`src/sv/derq_pkg.sv`:
```
// ----------------------------------------------------------------------------
// derq_pkg
// Shared types and codes for the double-ended ring queue unit.
// ----------------------------------------------------------------------------
package derq_pkg;

   // operation codes carried by a request
   localparam logic [2:0] OP_PUSH_FRONT = 3'd0;
   localparam logic [2:0] OP_PUSH_REAR  = 3'd1;
   localparam logic [2:0] OP_POP_FRONT  = 3'd2;
   localparam logic [2:0] OP_POP_REAR   = 3'd3;
   localparam logic [2:0] OP_NONE       = 3'd4;

   // result status codes
   localparam logic [1:0] ST_OK        = 2'd0;
   localparam logic [1:0] ST_OVERFLOW  = 2'd1;
   localparam logic [1:0] ST_UNDERFLOW = 2'd2;

   // configuration register file
   localparam int unsigned CSR_ADDR_W   = 3;
   localparam int unsigned CSR_DATA_W   = 32;
   localparam logic        CSR_IDX_CAPACITY = 1'b0;
   localparam int unsigned CAPACITY_W   = 5;
   localparam logic [CAPACITY_W-1:0] CAPACITY_RESET = 5'd16;

   // controller states
   typedef enum logic [2:0] {
      S_IDLE = 3'b001,
      S_READ = 3'b010,
      S_LOAD = 3'b100
   } derq_state_type;

   // commands from controller to datapath
   typedef struct packed {
      logic exec;
      logic load;
   } derq_cmd_type;

endpackage

```
`src/sv/double_ended_ring_queue_unit.sv`:
```
// ----------------------------------------------------------------------------
// double_ended_ring_queue_unit
// Double-ended queue in a ring store with push and pop at both ends.
// ----------------------------------------------------------------------------
// Each request goes through acceptance, a store read and a result load: the
// operation updates the pointers and writes the ring store in the accept
// cycle, the store is read through its registered read ports in the next,
// and the result register is loaded in the load state when the output is
// free. A new request is taken as soon as the result is loaded, even while
// that result still waits for rsp_ready. The capacity register may be
// written only while the queue is empty; writes at other times are dropped.
module double_ended_ring_queue_unit import derq_pkg::*; #(
   parameter int unsigned DEPTH       = 16,
   parameter int unsigned VALUE_WIDTH = 32
) (
   input  logic                  clock,
   input  logic                  reset,
   input  logic                  req_valid,
   output logic                  req_ready,
   input  logic [2:0]            req_operation,
   input  logic signed [31:0]    req_push_value,
   output logic                  rsp_valid,
   input  logic                  rsp_ready,
   output logic [1:0]            rsp_status,
   output logic signed [31:0]    rsp_front_value,
   output logic signed [31:0]    rsp_rear_value,
   output logic                  rsp_values_valid,
   output logic                  rsp_is_empty,
   output logic                  rsp_is_full,
   input  logic                  csr_psel,
   input  logic                  csr_penable,
   input  logic                  csr_pwrite,
   input  logic [CSR_ADDR_W-1:0] csr_paddr,
   input  logic [CSR_DATA_W-1:0] csr_pwdata,
   output logic [CSR_DATA_W-1:0] csr_prdata,
   output logic                  csr_pready
);

   derq_cmd_type          cmd;
   logic                  cap_we;
   logic [CAPACITY_W-1:0] cap_value;
   logic                  csr_hit;

   // register decode
   assign csr_pready = 1'b1;
   assign csr_hit    = (csr_paddr[CSR_ADDR_W-1] == CSR_IDX_CAPACITY);
   assign cap_we     = csr_psel && csr_penable && csr_pwrite && csr_pready && csr_hit;
   assign csr_prdata = csr_hit ? CSR_DATA_W'(cap_value) : '0;

   derq_ctrl u_ctrl (
      .clock     (clock),
      .reset     (reset),
      .req_valid (req_valid),
      .req_ready (req_ready),
      .rsp_valid (rsp_valid),
      .rsp_ready (rsp_ready),
      .cmd       (cmd)
   );

   derq_dpath #(
      .DEPTH       (DEPTH),
      .VALUE_WIDTH (VALUE_WIDTH)
   ) u_dpath (
      .clock            (clock),
      .reset            (reset),
      .cmd              (cmd),
      .req_operation    (req_operation),
      .req_push_value   (req_push_value),
      .cap_we           (cap_we),
      .cap_wdata        (csr_pwdata[CAPACITY_W-1:0]),
      .cap_value        (cap_value),
      .rsp_status       (rsp_status),
      .rsp_front_value  (rsp_front_value),
      .rsp_rear_value   (rsp_rear_value),
      .rsp_values_valid (rsp_values_valid),
      .rsp_is_empty     (rsp_is_empty),
      .rsp_is_full      (rsp_is_full)
   );

endmodule

```
`src/sv/derq_ctrl.sv`:
```
// ----------------------------------------------------------------------------
// derq_ctrl
// Sequencer: accepts a request, waits for the store read, then loads the
// result register and manages the response valid.
// ----------------------------------------------------------------------------
module derq_ctrl import derq_pkg::*; (
   input  logic         clock,
   input  logic         reset,
   input  logic         req_valid,
   output logic         req_ready,
   output logic         rsp_valid,
   input  logic         rsp_ready,
   output derq_cmd_type cmd
);

   derq_state_type state_ff, state_in;
   logic           rsp_valid_ff, rsp_valid_in;
   logic           out_free;

   // handshake decode
   assign req_ready = (state_ff == S_IDLE);
   assign out_free  = !rsp_valid_ff || rsp_ready;
   assign cmd.exec  = req_valid && req_ready;
   assign cmd.load  = (state_ff == S_LOAD) && out_free;
   assign rsp_valid = rsp_valid_ff;

   // next state
   always_comb begin
      state_in = state_ff;
      unique case (state_ff)
         S_IDLE: begin
            if (cmd.exec) state_in = S_READ;
         end
         S_READ: begin
            state_in = S_LOAD;
         end
         S_LOAD: begin
            if (out_free) state_in = S_IDLE;
         end
         default: begin
            state_in = S_IDLE;
         end
      endcase
   end

   // response valid
   always_comb begin
      priority if (cmd.load) rsp_valid_in = 1'b1;
      else if (rsp_ready)    rsp_valid_in = 1'b0;
      else                   rsp_valid_in = rsp_valid_ff;
   end

   always_ff @(posedge clock) begin
      if (reset) begin
         state_ff     <= S_IDLE;
         rsp_valid_ff <= 1'b0;
      end else begin
         state_ff     <= state_in;
         rsp_valid_ff <= rsp_valid_in;
      end
   end

`ifndef ASSERT_OFF
   // a request is only taken when no earlier one is still in flight
   a_exec_idle: assert property (@(posedge clock) disable iff (reset)
      cmd.exec |-> state_ff == S_IDLE)
      else $error("request taken outside idle");

   // an accepted request always reaches the read state next
   a_exec_read: assert property (@(posedge clock) disable iff (reset)
      cmd.exec |=> state_ff == S_READ)
      else $error("read state skipped");

   // loading the result never drops a pending response
   a_load_free: assert property (@(posedge clock) disable iff (reset)
      cmd.load |-> (!rsp_valid_ff || rsp_ready))
      else $error("result overwritten");
`endif

endmodule

```
`src/sv/derq_dpath.sv`:
```
// ----------------------------------------------------------------------------
// derq_dpath
// Ring store, head and tail pointers, capacity register and result
// registers of the double-ended queue.
// ----------------------------------------------------------------------------
module derq_dpath import derq_pkg::*; #(
   parameter int unsigned DEPTH       = 16,
   parameter int unsigned VALUE_WIDTH = 32
) (
   input  logic                  clock,
   input  logic                  reset,
   input  derq_cmd_type          cmd,
   input  logic [2:0]            req_operation,
   input  logic signed [31:0]    req_push_value,
   input  logic                  cap_we,
   input  logic [CAPACITY_W-1:0] cap_wdata,
   output logic [CAPACITY_W-1:0] cap_value,
   output logic [1:0]            rsp_status,
   output logic signed [31:0]    rsp_front_value,
   output logic signed [31:0]    rsp_rear_value,
   output logic                  rsp_values_valid,
   output logic                  rsp_is_empty,
   output logic                  rsp_is_full
);

   localparam int unsigned PTR_W = $clog2(DEPTH);
   localparam int unsigned CAP_W = PTR_W + 1;
   localparam int unsigned CMP_W = (CAP_W > CAPACITY_W) ? CAP_W : CAPACITY_W;
   localparam logic [CMP_W-1:0] DEPTH_C = CMP_W'(DEPTH);

   logic [PTR_W-1:0]       head_ff, head_in;
   logic [PTR_W-1:0]       tail_ff, tail_in;
   logic                   empty_ff, empty_in;
   logic [CAPACITY_W-1:0]  capacity_ff;
   logic [1:0]             status_ff, status_in;

   logic [VALUE_WIDTH-1:0] store_mem [DEPTH];
   logic [VALUE_WIDTH-1:0] rd_front_ff, rd_rear_ff;
   logic                   store_we;
   logic [PTR_W-1:0]       store_waddr;
   logic [VALUE_WIDTH-1:0] store_wdata;

   logic [CMP_W-1:0]       cap_ext;
   logic [CAP_W-1:0]       cap_eff;
   logic                   is_push, is_pop, full_now;
   logic [PTR_W-1:0]       head_prev, head_next, tail_prev, tail_next;
   logic [31:0]            front_ext, rear_ext;

   logic [1:0]             rsp_status_ff;
   logic signed [31:0]     rsp_front_ff, rsp_rear_ff;
   logic                   rsp_valid_flag_ff, rsp_empty_ff, rsp_full_ff;

   function automatic logic [PTR_W-1:0] next_pos(input logic [PTR_W-1:0] p,
                                                 input logic [CAP_W-1:0] c);
      logic [CAP_W-1:0] p1;
      p1 = CAP_W'(p) + CAP_W'(1);
      return (p1 >= c) ? '0 : p1[PTR_W-1:0];
   endfunction

   function automatic logic [PTR_W-1:0] prev_pos(input logic [PTR_W-1:0] p,
                                                 input logic [CAP_W-1:0] c);
      logic [CAP_W-1:0] cm1;
      cm1 = c - CAP_W'(1);
      return (p == '0 || CAP_W'(p) >= c) ? cm1[PTR_W-1:0] : p - PTR_W'(1);
   endfunction

   // effective capacity: zero acts as one, clamp at the ring depth
   assign cap_ext = CMP_W'(capacity_ff);
   always_comb begin
      priority if (cap_ext == '0)    cap_eff = CAP_W'(1);
      else if (cap_ext > DEPTH_C)    cap_eff = CAP_W'(DEPTH);
      else                           cap_eff = cap_ext[CAP_W-1:0];
   end

   // pointer neighbors and full detect
   assign head_prev = prev_pos(head_ff, cap_eff);
   assign head_next = next_pos(head_ff, cap_eff);
   assign tail_prev = prev_pos(tail_ff, cap_eff);
   assign tail_next = next_pos(tail_ff, cap_eff);
   assign full_now  = !empty_ff && (head_ff == tail_next);

   assign is_push = (req_operation == OP_PUSH_FRONT) || (req_operation == OP_PUSH_REAR);
   assign is_pop  = (req_operation == OP_POP_FRONT) || (req_operation == OP_POP_REAR);

   // store write data, cut or padded to the entry width
   generate
      if (VALUE_WIDTH <= 32) begin : g_wr_narrow
         assign store_wdata = req_push_value[VALUE_WIDTH-1:0];
      end else begin : g_wr_wide
         assign store_wdata = {{(VALUE_WIDTH-32){1'b0}}, req_push_value};
      end
   endgenerate

   // operation execute: pointer update and store write
   always_comb begin
      head_in     = head_ff;
      tail_in     = tail_ff;
      empty_in    = empty_ff;
      status_in   = status_ff;
      store_we    = 1'b0;
      store_waddr = head_ff;
      if (cmd.exec) begin
         priority if (is_push && full_now) begin
            status_in = ST_OVERFLOW;
         end else if (is_push && empty_ff) begin
            status_in   = ST_OK;
            head_in     = '0;
            tail_in     = '0;
            empty_in    = 1'b0;
            store_we    = 1'b1;
            store_waddr = '0;
         end else if (req_operation == OP_PUSH_FRONT) begin
            status_in   = ST_OK;
            head_in     = head_prev;
            store_we    = 1'b1;
            store_waddr = head_prev;
         end else if (req_operation == OP_PUSH_REAR) begin
            status_in   = ST_OK;
            tail_in     = tail_next;
            store_we    = 1'b1;
            store_waddr = tail_next;
         end else if (is_pop && empty_ff) begin
            status_in = ST_UNDERFLOW;
         end else if (is_pop && head_ff == tail_ff) begin
            status_in = ST_OK;
            empty_in  = 1'b1;
            head_in   = '0;
            tail_in   = '0;
         end else if (req_operation == OP_POP_FRONT) begin
            status_in = ST_OK;
            head_in   = head_next;
         end else if (req_operation == OP_POP_REAR) begin
            status_in = ST_OK;
            tail_in   = tail_prev;
         end else begin
            // no operation, including unused codes
            status_in = ST_OK;
         end
      end
   end

   // control state
   always_ff @(posedge clock) begin
      if (reset) begin
         head_ff     <= '0;
         tail_ff     <= '0;
         empty_ff    <= 1'b1;
         capacity_ff <= CAPACITY_RESET;
      end else begin
         head_ff  <= head_in;
         tail_ff  <= tail_in;
         empty_ff <= empty_in;
         if (cap_we && empty_ff) capacity_ff <= cap_wdata;
      end
   end

   always_ff @(posedge clock) begin
      status_ff <= status_in;
   end

   // ring store: one write port, two registered read ports
   always_ff @(posedge clock) begin
      if (store_we) store_mem[store_waddr] <= store_wdata;
      rd_front_ff <= store_mem[head_ff];
      rd_rear_ff  <= store_mem[tail_ff];
   end

   // sign extend narrow stored values to the result width, cut wide ones
   generate
      if (VALUE_WIDTH >= 32) begin : g_rd_wide
         assign front_ext = rd_front_ff[31:0];
         assign rear_ext  = rd_rear_ff[31:0];
      end else begin : g_rd_narrow
         assign front_ext = {{(32-VALUE_WIDTH){rd_front_ff[VALUE_WIDTH-1]}}, rd_front_ff};
         assign rear_ext  = {{(32-VALUE_WIDTH){rd_rear_ff[VALUE_WIDTH-1]}}, rd_rear_ff};
      end
   endgenerate

   // result register
   always_ff @(posedge clock) begin
      if (cmd.load) begin
         rsp_status_ff     <= status_ff;
         rsp_front_ff      <= empty_ff ? '0 : front_ext;
         rsp_rear_ff       <= empty_ff ? '0 : rear_ext;
         rsp_valid_flag_ff <= !empty_ff;
         rsp_empty_ff      <= empty_ff;
         rsp_full_ff       <= full_now;
      end
   end

   assign cap_value        = capacity_ff;
   assign rsp_status       = rsp_status_ff;
   assign rsp_front_value  = rsp_front_ff;
   assign rsp_rear_value   = rsp_rear_ff;
   assign rsp_values_valid = rsp_valid_flag_ff;
   assign rsp_is_empty     = rsp_empty_ff;
   assign rsp_is_full      = rsp_full_ff;

`ifndef ASSERT_OFF
   // an empty queue always parks both pointers at the ring start
   a_empty_park: assert property (@(posedge clock) disable iff (reset)
      empty_ff |-> (head_ff == '0 && tail_ff == '0))
      else $error("empty queue with moved pointers");

   // live pointers stay inside the ring part in use
   a_ptr_range: assert property (@(posedge clock) disable iff (reset)
      !empty_ff |-> (CAP_W'(head_ff) < cap_eff && CAP_W'(tail_ff) < cap_eff))
      else $error("pointer beyond capacity");

   // a rejected push leaves the queue untouched
   a_overflow_hold: assert property (@(posedge clock) disable iff (reset)
      (cmd.exec && is_push && full_now) |=>
         ($stable(head_ff) && $stable(tail_ff) && !empty_ff))
      else $error("overflow changed the queue");
`endif

endmodule

```
`config.mk`:
```
export PLATFORM = sky130hd
export DESIGN_NAME = double_ended_ring_queue_unit
export DESIGN_NICKNAME = d
export VERILOG_FILES = /design/src/sv/derq_pkg.sv /design/src/sv/double_ended_ring_queue_unit.sv /design/src/sv/derq_ctrl.sv /design/src/sv/derq_dpath.sv
export SDC_FILE = /design/constraint.sdc
export NUM_CORES = 1
export LEC_CHECK = 0
export ABC_AREA = 0
export BUFFER_PORTS_ARGS = -buffer_cell sky130_fd_sc_hd__buf_4
export CAP_MARGIN = 20
export CORE_MARGIN = 5
export CORE_UTILIZATION = 61
export CTS_CLUSTER_SIZE = 14
export DETAILED_ROUTE_END_ITERATION = 8
export HOLD_SLACK_MARGIN = 0.05
export PLACE_DENSITY = 0.85
export SLEW_MARGIN = 5
export SYNTH_ARGS = -nofsm -noshare
export SYNTH_HDL_FRONTEND = slang
export SYNTH_SLANG_ARGS = --single-unit
export TNS_END_PERCENT = 10
```
`constraint.sdc`:
```
create_clock -name clock -period 7.04 [get_ports clock]
set_input_delay 0.704 -clock clock [delete_from_list [all_inputs] [get_ports clock]]
set_output_delay 0.704 -clock clock [all_outputs]
set_load 0.005 [all_outputs]
```
# After elaboration in Yosys (flattened, before gate mapping)
# Memory sizes are Yosys's and may differ from the RTL's. A register that Yosys moved wholly into a read port is not among the register bits.
# Cells that the tools add are included.
[word_totals]
regBits = 89
mem_bits_rw = 512
output_inout_bits = 104
word_cells = 121
n_memories = 1
[op_classes]
add_sub_neg = 5
order_cmp = 5
n_eq_ne = 17
muxes = 46
n_bitwise = 2
n_reduce_logical = 31
[memory_table]
columns = ["name", "depth", "width", "read_ports", "rd_ports_with_merged_regs", "wr", "line_no", "text"]
rows = [
  ["u_dpath.store_mem", 16, 32, 2, 2, 1, "derq_dpath.sv:37", "logic [VALUE_WIDTH-1:0] store_mem [DEPTH];"],
]
[op_table]
columns = ["operator", "n"]
rows = [
  ["4-bit two-way mux", 22],
  ["1-bit two-way mux", 17],
  ["5-bit two-way mux", 3],
  ["6-bit AND reduction", 2],
  ["4-bit by 1-bit subtractor with 4-bit output (second input constant)", 3],
  ["1-bit logical AND", 11],
  ["4-bit by 1-bit adder with 5-bit output (second input constant)", 2],
  ["4-bit by 5-bit greater-or-equal comparator with 1-bit output", 2],
  ["5-bit greater-or-equal comparator", 2],
  ["3-bit by 2-bit == test with 1-bit output (second input constant)", 3],
  ["3-bit case mux with 3 select lines", 1],
  ["4-bit == test", 2],
  ["4-bit zero test", 2],
  ["4-bit nonzero test", 2],
  ["3-bit by 1-bit == test with 1-bit output (second input constant)", 2],
  ["3-bit two-way mux", 2],
  ["2-bit inequality test (second input constant)", 3],
  ["3-bit by 1-bit inequality test with 1-bit output (second input constant)", 2],
  ["5-bit > comparator (second input constant)", 1],
  ["5-bit zero test", 1],
  ["1-bit logical OR", 5],
  ["5-bit AND reduction", 1],
  ["2-bit by 1-bit inequality test with 1-bit output (second input constant)", 2],
  ["4-bit by 3-bit inequality test with 1-bit output (second input constant)", 1],
  ["other kinds (9)", 12],
]

# Longest topological paths before layout
[logic_depth]
word_depth = 13
depth_mapped = 15
depth_no_buf = 12

# Modules after synthesis
# A second synthesis with hierarchy kept.
[unflattened]
cells_unflattened = 1432
hier_area_um2 = 29259.3
[modules_own_cells]
columns = ["module", "instances", "cells_each", "area_per_inst_um2", "seq_area_each_um2"]
rows = [
  ["derq_dpath", 1, 1374, 28775.1, 19068.3],
  ["double_ended_ring_queue_unit", 1, 36, 271.5, 0.0],
  ["derq_ctrl", 1, 22, 212.7, 80.1],
]

# Least setup slack after synthesis
# Ideal clock, no wire load.
[synth_path]
path_kind = "flip-flop to flip-flop"
from = "register u_dpath.tail_ff[1]"
to = "memory u_dpath.store_mem[1][0], enable pin"
arrival_ns = 4.699
path_slack_ns = 1.920
stages_incl_launch_ff = 15
period_less_slack_ns = 5.120
cell_sequence = "dfxtp_1 buf_2 clkbuf_1 clkbuf_1 inv_1 ha_1 ha_1 nand2_1 o21ai_0 a211o_1 o211ai_2 nor4_4 o31ai_1 a21bo_2 nor2_1"
[synth_via]
elab_chain_cells = 10
[synth_lines]
columns = ["item", "line_no", "text"]
rows = [
  ["from (decl)", "derq_dpath.sv:32", "logic [PTR_W-1:0] tail_ff, tail_in;"],
  ["from (signal assigned)", "derq_dpath.sv:151", "tail_ff <= tail_in;"],
  ["4-bit by 1-bit adder with 5-bit output (*)", "derq_dpath.sv:56", "p1 = CAP_W'(p) + CAP_W'(1);"],
  ["5-bit greater-or-equal comparator", "derq_dpath.sv:57", "return (p1 >= c) ? '0 : p1[PTR_W-1:0];"],
  ["4-bit two-way mux (*)", "derq_dpath.sv:57", ""],
  ["4-bit == test", "derq_dpath.sv:80", "assign full_now = !empty_ff && (head_ff == tail_next);"],
  ["1-bit logical AND", "derq_dpath.sv:80", ""],
  ["1-bit logical AND", "derq_dpath.sv:103", "priority if (is_push && full_now) begin"],
  ["1-bit two-way mux", "derq_dpath.sv:103", ""],
  ["1-bit two-way mux", "derq_dpath.sv:102", "if (cmd.exec) begin"],
  ["1-bit two-way mux", "derq_dpath.sv:163", "if (store_we) store_mem[store_waddr] <= store_wdata;"],
  ["1-bit two-way mux (not written as such)", "derq_dpath.sv:163", ""],
  ["to (decl)", "derq_dpath.sv:37", ""],
]
# Mark *: on every way between the ends. The rest lies on a longest branch, timed or not.

# Worst setup path after layout
[layout_path]
from = "register u_dpath.capacity_ff[1] (netlist: u_dpath.cap_value[1])"
to = "memory u_dpath.store_mem[10][7], enable pin"
[layout_via]
elab_chain_cells = 12
[layout_lines]
columns = ["item", "line_no", "text"]
rows = [
  ["from (decl)", "derq_dpath.sv:34", "logic [CAPACITY_W-1:0] capacity_ff;"],
  ["from (signal assigned)", "derq_dpath.sv:153", "if (cap_we && empty_ff) capacity_ff <= cap_wdata;"],
  ["5-bit > comparator", "derq_dpath.sv:71", "else if (cap_ext > DEPTH_C) cap_eff = CAP_W'(DEPTH);"],
  ["5-bit two-way mux", "derq_dpath.sv:71", ""],
  ["5-bit two-way mux (*)", "derq_dpath.sv:70", "priority if (cap_ext == '0) cap_eff = CAP_W'(1);"],
  ["5-bit greater-or-equal comparator", "derq_dpath.sv:57", ""],
  ["4-bit two-way mux", "derq_dpath.sv:57", ""],
  ["4-bit == test", "derq_dpath.sv:80", ""],
  ["1-bit logical AND", "derq_dpath.sv:80", ""],
  ["1-bit logical AND", "derq_dpath.sv:103", ""],
  ["1-bit two-way mux", "derq_dpath.sv:103", ""],
  ["1-bit two-way mux", "derq_dpath.sv:102", ""],
  ["1-bit two-way mux", "derq_dpath.sv:163", ""],
  ["1-bit two-way mux (not written as such)", "derq_dpath.sv:163", ""],
]
# Marked as above.

==> metrics <==
outcome=completed; final-report setup violation count=0; largest net degree at the start of global routing=approximately 120; GRT overflow=0; Synth Register Bits=between 600 and 700; Die Y=228 µm; clk_lat worst skew=~0.61 ns; area delta synth->final=13.4%; die area=approximately 52000 µm²; CTS root buffer=clkbuf_16; initial DRC count=approximately 2200; Req. time, crit path=7.29 ns; setup TNS=0 ns; Synthesis Warnings=0; sequential power share=51.7%; Post-synth EDFFs=slightly below 600; routed wire length per instance=~30 µm; Mapped Area=a little under 30000 µm²; Synth cell types=between 50 and 60; Initial Utilization=between 60% and 70%; RSZ-0062 raised after global routing=no; Inst Count DP=approximately 2100; relative slew slack=between 20% and 30%; worst-margin pin slew=~1.1 ns; detailed placer's ending HPWL=roughly 38000 µm; Leak=10.5 nW; IO Count=between 150 and 200; first-pass GRT wire length=approximately 100000 µm; vias in the first global route=between 15000 and 20000; drt pass-1 iters=5; Die X-Extent=about 230 µm; TritonCTS Buffers=between 60 and 70; count leader, synth=edfxtp_1; cells after synthesis=1432; Core Area=around 47000 µm²; DRT antenna net count=0; register area share after synthesis=65.8%; Power Density=around 260 nW/µm²; via density per instance=6.92; share of cells above drive strength 1=38.1%; share of the synthesized area in the top cell type=60.1%; clock-pin slew on the worst setup and hold paths=0.06 ns; final core occ=a little over two thirds; antenna violations before repair=2; worst-path fanout max=20; P_sw=0.00179 W; overall routing resource usage=a little over a quarter; Post-Route WL=roughly 69000 µm; P_int=0.00665 W; Fin. Hold Viols=0; top cells by instance count after synthesis=583 x edfxtp_1, 320 x mux4_2, 82 x dfxtp_1, 71 x nor2b_1, 51 x clkbuf_1; GPL Wtd Cong=0.874; switching share of power=21.2%; post-synthesis async set-or-reset flop share=0%; Worst EP arrival=between 5 and 6 ns; Power Total=~0.0084 W; Post-CTS Resized=0; clock sink count=between 600 and 700; Crit. End Element=register; post-route insts no fill=between 2000 and 2500; Via Count=15498; Post-CTS Setup Repair Bufs=0; Nets=between 1500 and 2000; Comb power frac=about 6%; max-cap violation count=0; drc violations=0; fin crit share=74.7%; Fmax=0.190 GHz; min Tclk post-route=5.26 ns; CTS Hold Bufs=0; CTS H-tree lvls=3; Area contributors post-synth=edfxtp_1 60%, mux4_2 25%, dfxtp_1 5.6%; min-delay worst type=in2reg; clock power share=42.3%; dominant cell type by area after synthesis=edfxtp_1; IO buf count=123; VDD IR max=just over 0.2 mV; Mean Syn Cell Area=approximately 20 µm²; Synth Flop Type=edfxtp_1; crit path kind=reg2reg; CTS Buffer Depth=3; Final Skew=roughly 0.035 ns; CTS tree=built; Worst Setup Start Kind=register; standard-cell row count=80; max-slew violation count=0
layer usage:
metal  track usage [%]  part of all wire (%)
met5                 0                 0.039
met4              9.62                   3.2
met2              44.5                    51
met1              35.6                    36
met3              5.70                   9.7
power groups by stage:
stage	sequential (W)	combinational, W	clock, W
finish	0.00437	0.000507	0.00357
global route	0.00437	0.000543	0.00381
CTS	0.00437	0.000506	0.00363
detailed placement	0.00445	0.000501	0
global placement	0.00445	0.000487	0
floorplan	0.00443	0.000369	0
cells by family (layout without fill, tap and decap cells):
| group | count (synthesis) | after routing | share of synthesized area [%] |
|---|---|---|---|
| flops | 665 | 665 | 65.8 |
| compound gates | 77 | 77 | 1.88 |
| other cells | 2 | 29 | 0.0258 |
| buf+inv | 132 | 296 | 2.11 |
| mux | 329 | 329 | 25.1 |
| simple gates | 188 | 188 | 3.55 |
| xor+xnor | 14 | 14 | 0.499 |
| fa+ha+maj | 25 | 25 | 1.07 |
cells in the final DEF (no fill, tap or decap), types with 14 or more instances in the layout:
| master | count |
|---|---|
| a21oi_1 | 20 |
| buf_4 | 153 |
| clkbuf_1 | 19 |
| clkbuf_16 | 70 |
| conb_1 | 28 |
| dfxtp_1 | 73 |
| edfxtp_1 | 583 |
| ha_1 | 25 |
| mux4_2 | 320 |
| nand2_1 | 22 |
| nor2_1 | 22 |
| nor2_4 | 16 |
| nor2b_1 | 70 |
| nor3_1 | 14 |
critical path: stages (launching register included):
cell and delay, ns:
dfxtp_1 0.34, nor3_1 0.19, nor2_1 0.06, nor2_1 0.52, ha_1 0.36, and2_1 0.15, o21ai_0 0.41, a211o_1 0.21
o211ai_2 0.14, nor4_4 0.56, o221ai_2 0.19, nand3b_1 0.45, nor2_4 0.84, buf_4 0.45
flip-flops by register name, summed over array words and instances (netlist names):
register,cells
u_dpath.store_mem,512
u_dpath.front_ext,32
u_dpath.rd_rear_ff,32
u_dpath.rsp_front_value,32
u_dpath.rsp_rear_value,32
u_dpath.cap_value,5
u_dpath.head_ff,4
u_dpath.tail_ff,4
u_ctrl.state_ff,3
u_dpath.rsp_status,2
u_dpath.status_ff,2
u_ctrl.rsp_valid,1
u_dpath.empty_ff,1
u_dpath.rsp_is_empty,1
u_dpath.rsp_is_full,1
u_dpath.rsp_values_valid,1
final cells by class:
class	count	area, µm²
flip-flops and latches	665	19200
fillers	2827	14400
multi-input cells	661	9570
clock buffers	93	1880
repair buffers	158	1240
well taps	615	769
clock inverters	31	325
inverters	14	52.6
diodes	1	2.50
worst paths after layout:
| check | startpoint | end | slack [ns] | depth (start not counted) |
|---|---|---|---|---|
| max | u_dpath.cap_value[1] | u_dpath.store_mem[10][7] | 1.78 | 13 |
| min | csr_pwdata[3] | u_dpath.cap_value[3] | 0.33 | 3 |
| max reg2reg | u_dpath.cap_value[1] | u_dpath.store_mem[10][7] | 1.78 | 13 |
| min reg2reg | u_dpath.status_ff[0] | u_dpath.rsp_status[0] | 0.42 | 0 |
stage by stage:
step | worst slack [ns] | area, µm² | hold slack [ns]
after global placement | 2.00 | 30700 | 0.420
final | 1.78 | 33000 | 0.327
after CTS | 1.82 | 33000 | 0.291
after detailed placement | 1.88 | 30800 | 0.409
after global routing | 1.51 | 33000 | 0.327
after floorplan | 1.92 | 29200 | 0.400
Power figures use the tool's default switching activity.
